### src/deqi_pkg.sv
// Shared constants, codes and command type for the double-ended queue core.
`default_nettype none

package deqi_pkg;

	localparam int DEPTH  = 16;
	localparam int DATA_W = 8;
	localparam int IDX_W  = (DEPTH > 1) ? $clog2(DEPTH) : 1;
	localparam int CNT_W  = $clog2(DEPTH + 1);
	localparam int POS_W  = 5;
	localparam int CMP_W  = (CNT_W > POS_W) ? CNT_W : POS_W;

	typedef enum logic [2:0] {
		KIND_PUSH_FRONT = 3'd0,
		KIND_PUSH_BACK  = 3'd1,
		KIND_POP_FRONT  = 3'd2,
		KIND_POP_BACK   = 3'd3,
		KIND_INSERT     = 3'd4,
		KIND_ERASE      = 3'd5,
		KIND_READ       = 3'd6,
		KIND_CLEAR      = 3'd7
	} kind_t;

	typedef enum logic [1:0] {
		ST_OK     = 2'd0,
		ST_FULL   = 2'd1,
		ST_EMPTY  = 2'd2,
		ST_BADPOS = 2'd3
	} status_t;

	// Broadcast to every cell: what to do this cycle and where.
	typedef struct packed {
		logic              ins;
		logic              del;
		logic [CNT_W-1:0]  pos;
		logic [DATA_W-1:0] value;
		logic              rd_en;
		logic [CNT_W-1:0]  rd_pos;
		logic [CNT_W-1:0]  bk_pos;
	} deqi_cmd_t;

endpackage

`default_nettype wire

### src/deqi_cell.sv
// One storage cell of the queue row: holds one word, shifts or loads on command.
`default_nettype none

module deqi_cell
	import deqi_pkg::*;
(
	input  wire logic              clk,
	input  wire logic [IDX_W-1:0]  idx,
	input  wire deqi_cmd_t         cmd,
	input  wire logic [DATA_W-1:0] left_data,
	input  wire logic [DATA_W-1:0] right_data,
	output logic      [DATA_W-1:0] data,
	output logic      [DATA_W-1:0] rd_tap,
	output logic      [DATA_W-1:0] bk_tap
);

	logic [DATA_W-1:0] data_q;
	logic [DATA_W-1:0] data_d;
	logic [CNT_W-1:0]  my_idx;

	assign my_idx = CNT_W'(idx);

	// Insert: cells above the gap take from the left, the gap cell loads.
	// Erase: cells from the hole upward take from the right.
	always_comb begin
		data_d = data_q;
		if (cmd.ins) begin
			if (my_idx > cmd.pos)
				data_d = left_data;
			else if (my_idx == cmd.pos)
				data_d = cmd.value;
		end else if (cmd.del) begin
			if (my_idx >= cmd.pos)
				data_d = right_data;
		end
	end

	always_ff @(posedge clk) begin
		data_q <= data_d;
	end

	assign data   = data_q;
	assign rd_tap = (cmd.rd_en && my_idx == cmd.rd_pos) ? data_q : '0;
	assign bk_tap = (my_idx == cmd.bk_pos) ? data_q : '0;

endmodule

`default_nettype wire

### src/double_ended_queue_with_insert_core.sv
// Top level of the bounded double-ended queue with positional insert and erase.
`default_nettype none

// Bounded double-ended queue held in a row of DEPTH cells, index 0 at the
// front. A request is taken at any rising edge with start high; busy is
// always low, so a new request may follow in every cycle. Each request
// yields exactly one result word in the next cycle, shown for that single
// cycle with done high; the receiver cannot stall, so sample it then.
// Each cell decides locally whether to hold, take from its left or right
// neighbour, or load the new word, so a whole shift completes at once.
// read_value is the word popped, erased or read (zero otherwise);
// front_value and back_value show the queue after the request (zero when
// empty); status is ok, full refused, empty refused or bad position. A full
// check precedes the position check for insert, and an empty check precedes
// it for erase and read. Clear always succeeds.

module double_ended_queue_with_insert_core
	import deqi_pkg::*;
(
	input  wire logic        clk,
	input  wire logic        arst_n,
	input  wire logic        start,
	output logic             busy,
	input  wire logic [2:0]  kind,
	input  wire logic [4:0]  position,
	input  wire logic [7:0]  value,
	output logic             done,
	output logic      [7:0]  read_value,
	output logic      [7:0]  front_value,
	output logic      [7:0]  back_value,
	output logic      [4:0]  occupancy,
	output logic      [1:0]  status
);

	logic [CNT_W-1:0]  count_q;
	logic              done_q;
	logic [DATA_W-1:0] read_value_q;
	status_t           status_q;

	logic              accept;
	logic              full;
	logic              empty;
	logic [CMP_W-1:0]  pos_ext;
	logic [CMP_W-1:0]  count_ext;
	kind_t             kind_in;
	deqi_cmd_t         cmd;
	status_t           st_d;

	logic [DATA_W-1:0] cell_data [DEPTH];
	logic [DATA_W-1:0] rd_taps   [DEPTH];
	logic [DATA_W-1:0] bk_taps   [DEPTH];
	logic [DATA_W-1:0] rd_word;
	logic [DATA_W-1:0] bk_word;

	assign busy      = 1'b0;
	assign accept    = start;
	assign full      = (count_q == CNT_W'(DEPTH));
	assign empty     = (count_q == '0);
	assign pos_ext   = CMP_W'(position);
	assign count_ext = CMP_W'(count_q);
	assign kind_in   = kind_t'(kind);

	// Decode the request into a cell command; drop it unless accepted.
	always_comb begin
		cmd        = '0;
		cmd.value  = DATA_W'(value);
		cmd.bk_pos = count_q - CNT_W'(1);
		st_d       = ST_OK;
		unique case (kind_in)
			KIND_PUSH_FRONT: begin
				if (full) st_d = ST_FULL;
				else begin
					cmd.ins = 1'b1;
					cmd.pos = '0;
				end
			end
			KIND_PUSH_BACK: begin
				if (full) st_d = ST_FULL;
				else begin
					cmd.ins = 1'b1;
					cmd.pos = count_q;
				end
			end
			KIND_POP_FRONT: begin
				if (empty) st_d = ST_EMPTY;
				else begin
					cmd.del    = 1'b1;
					cmd.pos    = '0;
					cmd.rd_en  = 1'b1;
					cmd.rd_pos = '0;
				end
			end
			KIND_POP_BACK: begin
				if (empty) st_d = ST_EMPTY;
				else begin
					cmd.del    = 1'b1;
					cmd.pos    = count_q - CNT_W'(1);
					cmd.rd_en  = 1'b1;
					cmd.rd_pos = count_q - CNT_W'(1);
				end
			end
			KIND_INSERT: begin
				if (full) st_d = ST_FULL;
				else if (pos_ext > count_ext) st_d = ST_BADPOS;
				else begin
					cmd.ins = 1'b1;
					cmd.pos = CNT_W'(position);
				end
			end
			KIND_ERASE, KIND_READ: begin
				if (empty) st_d = ST_EMPTY;
				else if (pos_ext >= count_ext) st_d = ST_BADPOS;
				else begin
					cmd.del    = (kind_in == KIND_ERASE);
					cmd.pos    = CNT_W'(position);
					cmd.rd_en  = 1'b1;
					cmd.rd_pos = CNT_W'(position);
				end
			end
			KIND_CLEAR: begin
				st_d = ST_OK;
			end
			default: begin
				st_d = ST_OK;
			end
		endcase
		if (!accept) begin
			cmd.ins   = 1'b0;
			cmd.del   = 1'b0;
			cmd.rd_en = 1'b0;
		end
	end

	// Row of cells; the ends see zero beyond the row.
	for (genvar i = 0; i < DEPTH; i++) begin : g_cell
		logic [DATA_W-1:0] left_w;
		logic [DATA_W-1:0] right_w;
		if (i == 0) begin : g_first
			assign left_w = '0;
		end else begin : g_left
			assign left_w = cell_data[i-1];
		end
		if (i == DEPTH - 1) begin : g_last
			assign right_w = '0;
		end else begin : g_right
			assign right_w = cell_data[i+1];
		end
		deqi_cell u_cell (
			.clk        (clk),
			.idx        (IDX_W'(i)),
			.cmd        (cmd),
			.left_data  (left_w),
			.right_data (right_w),
			.data       (cell_data[i]),
			.rd_tap     (rd_taps[i]),
			.bk_tap     (bk_taps[i])
		);
	end

	// Gather the one-hot taps: at most one cell drives each.
	always_comb begin
		rd_word = '0;
		bk_word = '0;
		for (int i = 0; i < DEPTH; i++) begin
			rd_word = rd_word | rd_taps[i];
			bk_word = bk_word | bk_taps[i];
		end
	end

	// Hold fill count, strobe and status; the read word is captured before the shift below.
	always_ff @(posedge clk or negedge arst_n) begin
		if (!arst_n) begin
			count_q  <= '0;
			done_q   <= 1'b0;
			status_q <= ST_OK;
		end else begin
			done_q <= accept;
			if (accept) begin
				status_q <= st_d;
				if (kind_in == KIND_CLEAR)
					count_q <= '0;
				else if (cmd.ins)
					count_q <= count_q + CNT_W'(1);
				else if (cmd.del)
					count_q <= count_q - CNT_W'(1);
			end
		end
	end

	always_ff @(posedge clk) begin
		if (accept)
			read_value_q <= rd_word;
	end

	// Front and back come from the updated row during the result cycle.
	assign done        = done_q;
	assign read_value  = 8'(read_value_q);
	assign front_value = empty ? 8'd0 : 8'(cell_data[0]);
	assign back_value  = empty ? 8'd0 : 8'(bk_word);
	assign occupancy   = 5'(count_q);
	assign status      = status_q;

endmodule

`default_nettype wire

### config.mk
export PLATFORM = sky130hd
export DESIGN_NAME = double_ended_queue_with_insert_core
export DESIGN_NICKNAME = d
export VERILOG_FILES = /design/src/deqi_pkg.sv /design/src/deqi_cell.sv /design/src/double_ended_queue_with_insert_core.sv
export SDC_FILE = /design/constraint.sdc
export NUM_CORES = 1
export LEC_CHECK = 0
export ABC_AREA = 1
export BUFFER_PORTS_ARGS = -buffer_cell sky130_fd_sc_hd__buf_2
export CORE_MARGIN = 10
export CORE_UTILIZATION = 33
export DETAILED_ROUTE_END_ITERATION = 6
export PLACE_DENSITY = 0.46
export REMOVE_ABC_BUFFERS = 1
export SKIP_LAST_GASP = 1
export SYNTH_ARGS = -nofsm -noshare
export SYNTH_HDL_FRONTEND = slang
export SYNTH_SLANG_ARGS = --single-unit
### constraint.sdc
create_clock -name clk -period 3.95 [get_ports clk]
set_clock_uncertainty 0.05 [all_clocks]
set_input_delay 0.5925 -clock clk [delete_from_list [all_inputs] [get_ports clk]]
set_output_delay 0.5925 -clock clk [all_outputs]
set_load 0.01 [all_outputs]
Word-level counts from Yosys, hierarchy flattened --
Index checks and enable logic that the tools add are counted.
Cells by class: $mul 0, multiplexer cells 142, shift operators 0, reduce and logical (&&, ||, !) cells 59, order comparisons 34, equal/unequal tests 69, add/sub/neg operators 2, div/mod/pow operators 0, bitwise logic cells 30
Operator list (count):
- $mux W8 | 114
- $or A8 B8 Y8 | 30
- $eq A4 B5 Y1 const A | 24
- $eq A3 B5 Y1 const A | 12
- $ne A3 B1 Y1 const B | 16
- $reduce_and A3 Y1 | 16
- $ge A4 B5 Y1 const A | 8
- $gt A4 B5 Y1 const A | 8
- $mux W6 | 6
- $reduce_bool A2 Y1 | 17
- $eq A2 B5 Y1 const A | 6
- $mux W5 | 6
- $pmux W5 S5 | 1
- $ge A3 B5 Y1 const A | 4
- $gt A3 B5 Y1 const A | 4
- $logic_not A5 Y1 | 4
- $pmux W6 S3 | 1
- $logic_and A1 B1 Y1 | 16
- $eq A1 B5 Y1 const A | 3
- $eq A3 B3 Y1 const B | 4
- $mux W2 | 6
- $ge A1 B5 Y1 const A | 2
- $ge A2 B5 Y1 const A | 2
- $gt A1 B5 Y1 const A | 2
- other kinds (16) | 24
Word-level totals: memories kept 0, word-level logic and storage cells 356, memory bits (read-only) 0, bits in registers 144, RAM bits 0, latch bits 0, output and inout port bits 33

Depth between registers and ports, before layout --
Gate-level depths: netlist of the first run.
depth in word-level cells 22, depth in mapped cells 19, mapped depth without buffers 18

Hierarchy --
From an unflattened synthesis of the first run, not the netlist that was laid out.
Unflattened totals: cells, all modules 2448, area, all modules 15696.3 um2
By module, submodules not included:
- deqi_cell | times used 16, area an instance 863.3 um2, cells each 136
- double_ended_queue_with_insert_core | times used 1, area an instance 1883.1 um2, cells each 272

Worst setup path before layout of the first run --
OpenSTA, ideal clock, no wires.
path kind register -> register, from register count_q[3] (netlist: occupancy[3]), to register g_cell[4].u_cell.data_q[0] (enable), setup slack 0.801 ns, path buffers 2, stages on the path, launching flop included 13, arrival time 2.724 ns, data required time 3.525 ns, library setup time 0.375 ns, period minus slack after synthesis 3.149 ns, cell sequence dfrtp_1 inv_2 ha_1 nand2_1 nor3_2 nor2_2 nand4_1 nand4_2 nor2_4 nand2_1 buf_4 buf_4 a21oi_1
Between the ends: word-level cells in the longest chain between the ends 7, elaborated cells between the ends (all ways) 26
RTL lines:
- start: declaration | line double_ended_queue_with_insert_core.sv:35 | logic [CNT_W-1:0] count_q;
- start signal: assignment | line double_ended_queue_with_insert_core.sv:183 | count_q <= count_q + CNT_W'(1);
- start signal: assignment | line double_ended_queue_with_insert_core.sv:185 | count_q <= count_q - CNT_W'(1);
- $ge A5 B5 Y1 or $gt A5 B5 Y1 (tied branches) | line double_ended_queue_with_insert_core.sv:112, double_ended_queue_with_insert_core.sv:104
- $mux W6 (tied with other cells) | line double_ended_queue_with_insert_core.sv:112 | else if (pos_ext >= count_ext) st_d = ST_BADPOS;
- $mux W6 (tied with other cells) | line double_ended_queue_with_insert_core.sv:111 | if (empty) st_d = ST_EMPTY;
- $pmux W5 S5 (tied with other cells) | line double_ended_queue_with_insert_core.sv:69 | unique case (kind_in)
- $gt A3 B5 Y1 (tied with other cells) | line deqi_cell.sv:28 | if (my_idx > cmd.pos)
- $ne A3 B1 Y1 (no line) or $reduce_bool A2 Y1 (tied branches)
- $reduce_and A3 Y1 (no line) *
- end signal: assignment | line deqi_cell.sv:39 | data_q <= data_d;
- end: declaration | line deqi_cell.sv:17 | logic [DATA_W-1:0] data_q;
Mark *: on every way between the ends. The rest lies on a longest branch, timed or not. A chain may end at the register's enable or synchronous reset.

Worst setup path in the final report of the first run --
from register count_q[1] (netlist: occupancy[1]), to output port back_value[6]
Between the ends: word-level cells in the longest chain between the ends 19, elaborated cells between the ends (all ways) 50
RTL lines:
- $sub A5 B1 Y5 | line double_ended_queue_with_insert_core.sv:67 | cmd.bk_pos = count_q - CNT_W'(1);
- $eq A1 B5 Y1 or $logic_not A5 Y1 (tied branches) | line deqi_cell.sv:44 | assign bk_tap = (my_idx == cmd.bk_pos) ? data_q : '0;
- $mux W8 | line deqi_cell.sv:44
- $or A8 B8 Y8 (15 in a row) | line double_ended_queue_with_insert_core.sv:166 | bk_word = bk_word | bk_taps[i];
- $mux W8 * | line double_ended_queue_with_insert_core.sv:199 | assign back_value = empty ? 8'd0 : 8'(bk_word);
- end: declaration | line double_ended_queue_with_insert_core.sv:30 | output logic [7:0] back_value,
Marked as above.

==> qor.yml, run 1 <==
status: "finished clean"
crit_family: "simple AND/OR/NAND/NOR gates"
fin_ws_ns: 0.09484
dpl.hpwl_mm: 38.85
place_inst: 1972
fmax_ghz: 0.2594
crit_fanout: 7
p_per_area_nw_per_um2: 679.1
grt_max_degree: 91
switching_share_pct: 47.91
share_comb_of_total_power_pct: 48.3
clock_path_buffers: 2
tritoncts: "done"
syn_inst: 1498
via_count: 11148
fp-row-count: 66
clk_latency_ns: 0.47
clk_pin_slew_worst_paths_ns: 0.07
clock-sinks: 144
dr.pass1.iters: 7
final_cell_mix: "396 x nand2_1, 179 x inv_1, 171 x nor2_1"
hold_path_class: "flop to flop"
p_sw_mw: 3.992
yosysTopAreaCellShare_pct: 37.99
maxCapViolations: 0
rsz0062_at_grt: "true"
nNetsFinal: 1580
seq_area_frac_synth_pct: 39.86
synthesis.area_um2: 10750
grt_pass1_wl_mm: 73.58
ys_warn_count: 0
fillers: 3528
ios: 52
ys_ff_latch: 144
ctsHtreeMaxLevel: 4
layoutNonFillerInstCount: 2005
viasPerCell: 5.560
grt_pass1_vias: 10510
seq_power_share_pct: 30.3
setup_violations: 0
cts_buffers: 17
crit_chain: "inv_2 -> ha_2 -> nand3_2 -> nand2_1 -> nand2_1 -> nor2_1 -> inv_1 -> o21ai_0 -> nor3_1 -> nand3_1 -> buf_2"
cp-end-kind: "output pin"
drc: 0
design.core.area_um2: 32370
grt_use_total_pct: 24.90
gp_congestion: 1.048
dpl_cell_area_um2: 11620
post_cts_buffers: 0
drtAntennaViolNets: 0
critPathRequiredTime_ns: 3.31
period_needed_ns: 3.855
grt.overflow.total: 0
vdd_drop_max_mv: 0.3559
p_int_mw: 4.340
slowest_delay_ns: 0.53
routed_wl_mm: 51.12
rrSetupSlack_ns: 0.45
path_common_cell: "nand2_1"
synthTopCellsByArea: "edfxtp_1 38%, nand2_1 14%, nand3_1 7.5%"
antenna_found_initial: 1
post-place-ws_ns: 0.3432
area_growth_pct: 14.14
finalHoldViolCount: 0
initial_core_util_pct: 33.21
drt-initial-drc-count: 1489
clock_power_share_pct: 21.4
die_area_um2: 40190
worstPathArrival_ns: 3.21
power.leakage_nw: 5.546
finish.utilization_pct: 37.90
cts_root_buffer: "clkbuf_16"
relSlewSlack_pct: 27.78
die_x_um: 200.5
path_buf_inv: 3
die_h_um: 200.5
yosys.area.top_type: "edfxtp_1"
worstMarginPinSlew_ns: 1.083
cp_slowest_cell: "o21ai_0"
criticalPathCategory: "flop to output pin"
final_common_cell: "nand2_1"
ys_types: 48
start_kind: "flop"
post-route-period-util_pct: 97.60
stdcell_area_um2: 12270
n_antenna_cell: 0
avgSynthCellArea_um2: 7.176
post_drt_wl_per_cell_um: 25.50
drv_slew: 0
drive_above_1_share_pct: 13.82
port_buffers: 50
## tightest hold or removal path, stage by stage, from the launching register on
cell and delay [ns]:
dfrtp_1 0.34, nand2_1 0.05, o21ai_0 0.06
## area by class of cell
class / count / area [µm²] / area share (%)
Tap cell: 442 / 553.0 / 4.507
Clock buffer: 18 / 429.2 / 3.498
Sequential cell: 144 / 4284 / 34.92
Inverter: 201 / 757.0 / 6.170
Timing Repair Buffer: 97 / 630.6 / 5.140
Clock inverter: 14 / 190.2 / 1.550
Multi-Input combinational cell: 1089 / 5425 / 44.22
## cells in the mapped netlist (all sizes together)
library cell / instances
a211oi: 3
a21oi: 32
a221oi: 5
a22o: 1
buf: 35
clkbuf: 29
clkinv: 1
conb: 1
dfrtp: 8
edfxtp: 136
ha: 11
inv: 200
nand2: 415
nand3: 171
nand3b: 7
nand4: 36
nor2: 194
nor3: 8
nor4: 3
o2111ai: 5
o211ai: 17
o21ai: 130
o221ai: 5
o22ai: 37
o2bb2ai: 1
o31ai: 1
xnor2: 1
xor2: 5
## state kept, by name (all words and copies together), names as in the netlist
name	count
occupancy	5
read_value	8
g_cell.u_cell.data	128
done	1
status	2
## stage by stage
stage	hold WS [ns]	TNS [ns]	total power, mW
2_1_floorplan	0.2469	-235.16	4.734
3_3_place_gp	0.4047	0	6.458
3_5_place_dp	0.4025	0	6.457
4_1_cts	0.4352	0	8.258
5_1_grt	0.4517	-0.03897	8.767
6_report	0.4392	0	8.333
## final timing paths
kind	startpoint	end	cells past startpoint
min in group asynchronous	arst_n	occupancy[0]	2
setup reg to reg	occupancy[2]	read_value[3]	17
max in group asynchronous	arst_n	status[1]	2
setup / recovery	occupancy[1]	back_value[6]	11
hold / removal	status[0]	status[0]	2
hold reg to reg	status[0]	status[0]	2
## metal layers
layer,up-vias,wire length (µm),track usage (%)
met5,-,10,0
met4,2,1597,9.007
met3,77,4210,5.035
met2,536,22550,37.62
met1,5426,22750,34.44
li1,5107,-,-
## logic make-up (layout without fill, tap and decap cells)
logic type                 after synthesis  in the layout  share of synthesized area [%]
buffers and inverters                  265            330                          9.964
DFF                                    144            144                          39.86
other                                    1              1                        0.03489
AOI/OAI and AO/OA                      237            237                          13.00
adders and majority gates               11             11                          1.280
and+or+nand+nor                        834            834                          35.30
xor gates and xnor gates                 6              6                         0.5587
## power groups by stage
| stage | Combinational, mW | Sequential, mW | Clock [mW] |
|---|---|---|---|
| floorplan | 2.35 | 2.38 | 0 |
| global placement | 3.92 | 2.54 | 0 |
| detailed placement | 3.92 | 2.53 | 0 |
| CTS | 3.95 | 2.51 | 1.80 |
| global route | 4.36 | 2.55 | 1.86 |
| finish | 4.02 | 2.53 | 1.78 |
## what timing repair did
item / in CTS / in global routing
endpoints found under the setup margin: 6 / 7
hold buffers: 1 / 0
resized for setup: 5 / 6
endpoints found under the hold margin: 8 / 0
No activity file was read; power rests on OpenSTA's default activity.
==> run 2: changes to the inputs <==
==> constraint.sdc (replaced) <==
create_clock -name clk -period 4.27 [get_ports clk]
set_clock_uncertainty 0.05 [all_clocks]
set_input_delay 1.0675 -clock clk [delete_from_list [all_inputs] [get_ports clk]]
set_output_delay 1.0675 -clock clk [all_outputs]
set_load 0.01 [all_outputs]
==> qor.yml, run 2 (synthesis results as in run 1) <==
final_cell_mix: "389 x nand2_1, 179 x inv_1, 164 x nor2_1"
crit_chain: "inv_2 -> ha_2 -> xnor2_1 -> inv_2 -> nand2_1 -> inv_1 -> nand2_2 -> o22ai_1 -> nor4_2 -> nand3_1 -> buf_2"
maxCapViolations: 0
die_x_um: 200.5
post_drt_wl_per_cell_um: 26.24
cts_root_buffer: "clkbuf_16"
rsz0062_at_grt: "true"
drive_above_1_share_pct: 14.56
cp-end-kind: "output pin"
path_common_cell: "inv_2"
fillers: 3545
grt.overflow.total: 0
dpl.hpwl_mm: 40.12
vdd_drop_max_mv: 0.2952
hold_path_class: "input port to asynchronous set/reset pin"
dpl_cell_area_um2: 11650
drc: 0
nNetsFinal: 1578
die_area_um2: 40190
largest_reg_flops: 128
layout.area.seq_um2: 4285
drtAntennaViolNets: 0
critPathRequiredTime_ns: 3.15
period_needed_ns: 4.256
grt_max_degree: 91
post-route-period-util_pct: 99.68
grt_pass1_wl_mm: 75.64
finish.utilization_pct: 38.17
antenna_found_initial: 2
gp_congestion: 1.094
total_power_mw: 7.842
setup_violations: 0
final_common_cell: "nand2_1"
worstMarginPinSlew_ns: 0.9454
start_kind: "flop"
clock-sinks: 144
dr.pass1.iters: 6
grt_use_total_pct: 25.46
clock_path_buffers: 2
stdcell_area_um2: 12360
p_per_area_nw_per_um2: 634.7
routed_wl_mm: 52.51
design.core.area_um2: 32370
criticalPathCategory: "flop to output pin"
cp_slowest_cell: "dfrtp_2"
fmax_ghz: 0.2349
multi_input_area_um2: 5489
slowest_delay_ns: 0.47
grt_pass1_vias: 10641
clk_latency_ns: 0.46
area_growth_pct: 14.95
relSlewSlack_pct: 36.91
fp-row-count: 66
post_cts_buffers: 0
ios: 52
port_buffers: 50
cts_buffers: 17
crit_fanout: 7
worstPathArrival_ns: 3.14
viasPerCell: 5.574
power.leakage_nw: 5.571
die_h_um: 200.5
ctsHtreeMaxLevel: 4
status: "finished clean"
tritoncts: "done"
via_count: 11154
finalHoldViolCount: 0
drt-initial-drc-count: 1309
clk_pin_slew_worst_paths_ns: 0.06
drv_slew: 0
worstRegToRegCells: 12
n_antenna_cell: 0
initial_core_util_pct: 33.21
[run 2: changes by cell type in the layout (fill, tap and decap cells not counted), sizes merged]
cell and delta:
clkinv -3, buf -1, bufinv +1, dlygate4sd3 -1
[run 2: repair_timing]
item | CTS | global route
hold buffers | 0 | 0
endpoints found under the setup margin | 8 | 8
gates resized for setup | 19 | 14
[run 2: final timing paths]
check	end	from	slack (ns)
worst max-delay path	back_value[2]	occupancy[1]	0.01
worst min-delay path	done	arst_n	0.40
worst max register to register	g_cell[10].u_cell.data[3]	occupancy[3]	0.72
worst min register to register	status[0]	status[0]	0.45
max in group asynchronous	occupancy[1]	arst_n	3.59
min in group clk	status[0]	status[0]	0.45
[run 2: stage by stage]
step	TNS (ns)	setup slack, ns	hold slack, ns	instances
finish	0	0.01375	0.3966	2001
global route	-0.1105	-0.04389	0.3972	2001
CTS	-0.07861	-0.04560	0.3879	2001
detailed placement	0	0.1238	0.4326	1971
global placement	0	0.09676	0.4161	1971
floorplan	-271.12	-2.207	0.4647	1434
[run 2: cell type report]
class | count | share of cell area, %
multi-input combinational | 1089 | 44.43
sequential | 144 | 34.68
inverter | 201 | 6.127
timing repair buffer | 95 | 5.266
tap | 442 | 4.476
clock buffer | 18 | 3.473
clock inverter | 12 | 1.549
[run 2: worst max-delay path, delay by kind of cell (launching register included)]
family	cells	cell delay, ns
simple gates	4	1.10
buf+inv	4	0.60
compound gates	1	0.11
flops	1	0.47
fa+ha+maj	1	0.25
xor+xnor	1	0.14
[run 2: routing by layer]
metal | track usage (%) | part of all wire, %
met1 | 35.81 | 45
met2 | 38.09 | 43
met3 | 4.551 | 8.0
met4 | 9.521 | 3.5
met5 | 0 | 0
[run 2: where the power goes]
part / leakage (nW) / switching [mW] / total, mW / internal, mW
registers: 1.37 / 0.376 / 2.37 / 1.99
logic: 3.90 / 2.75 / 3.80 / 1.05
clock network: 0.297 / 0.645 / 1.67 / 1.02
total: 5.57 / 3.78 / 7.84 / 4.07
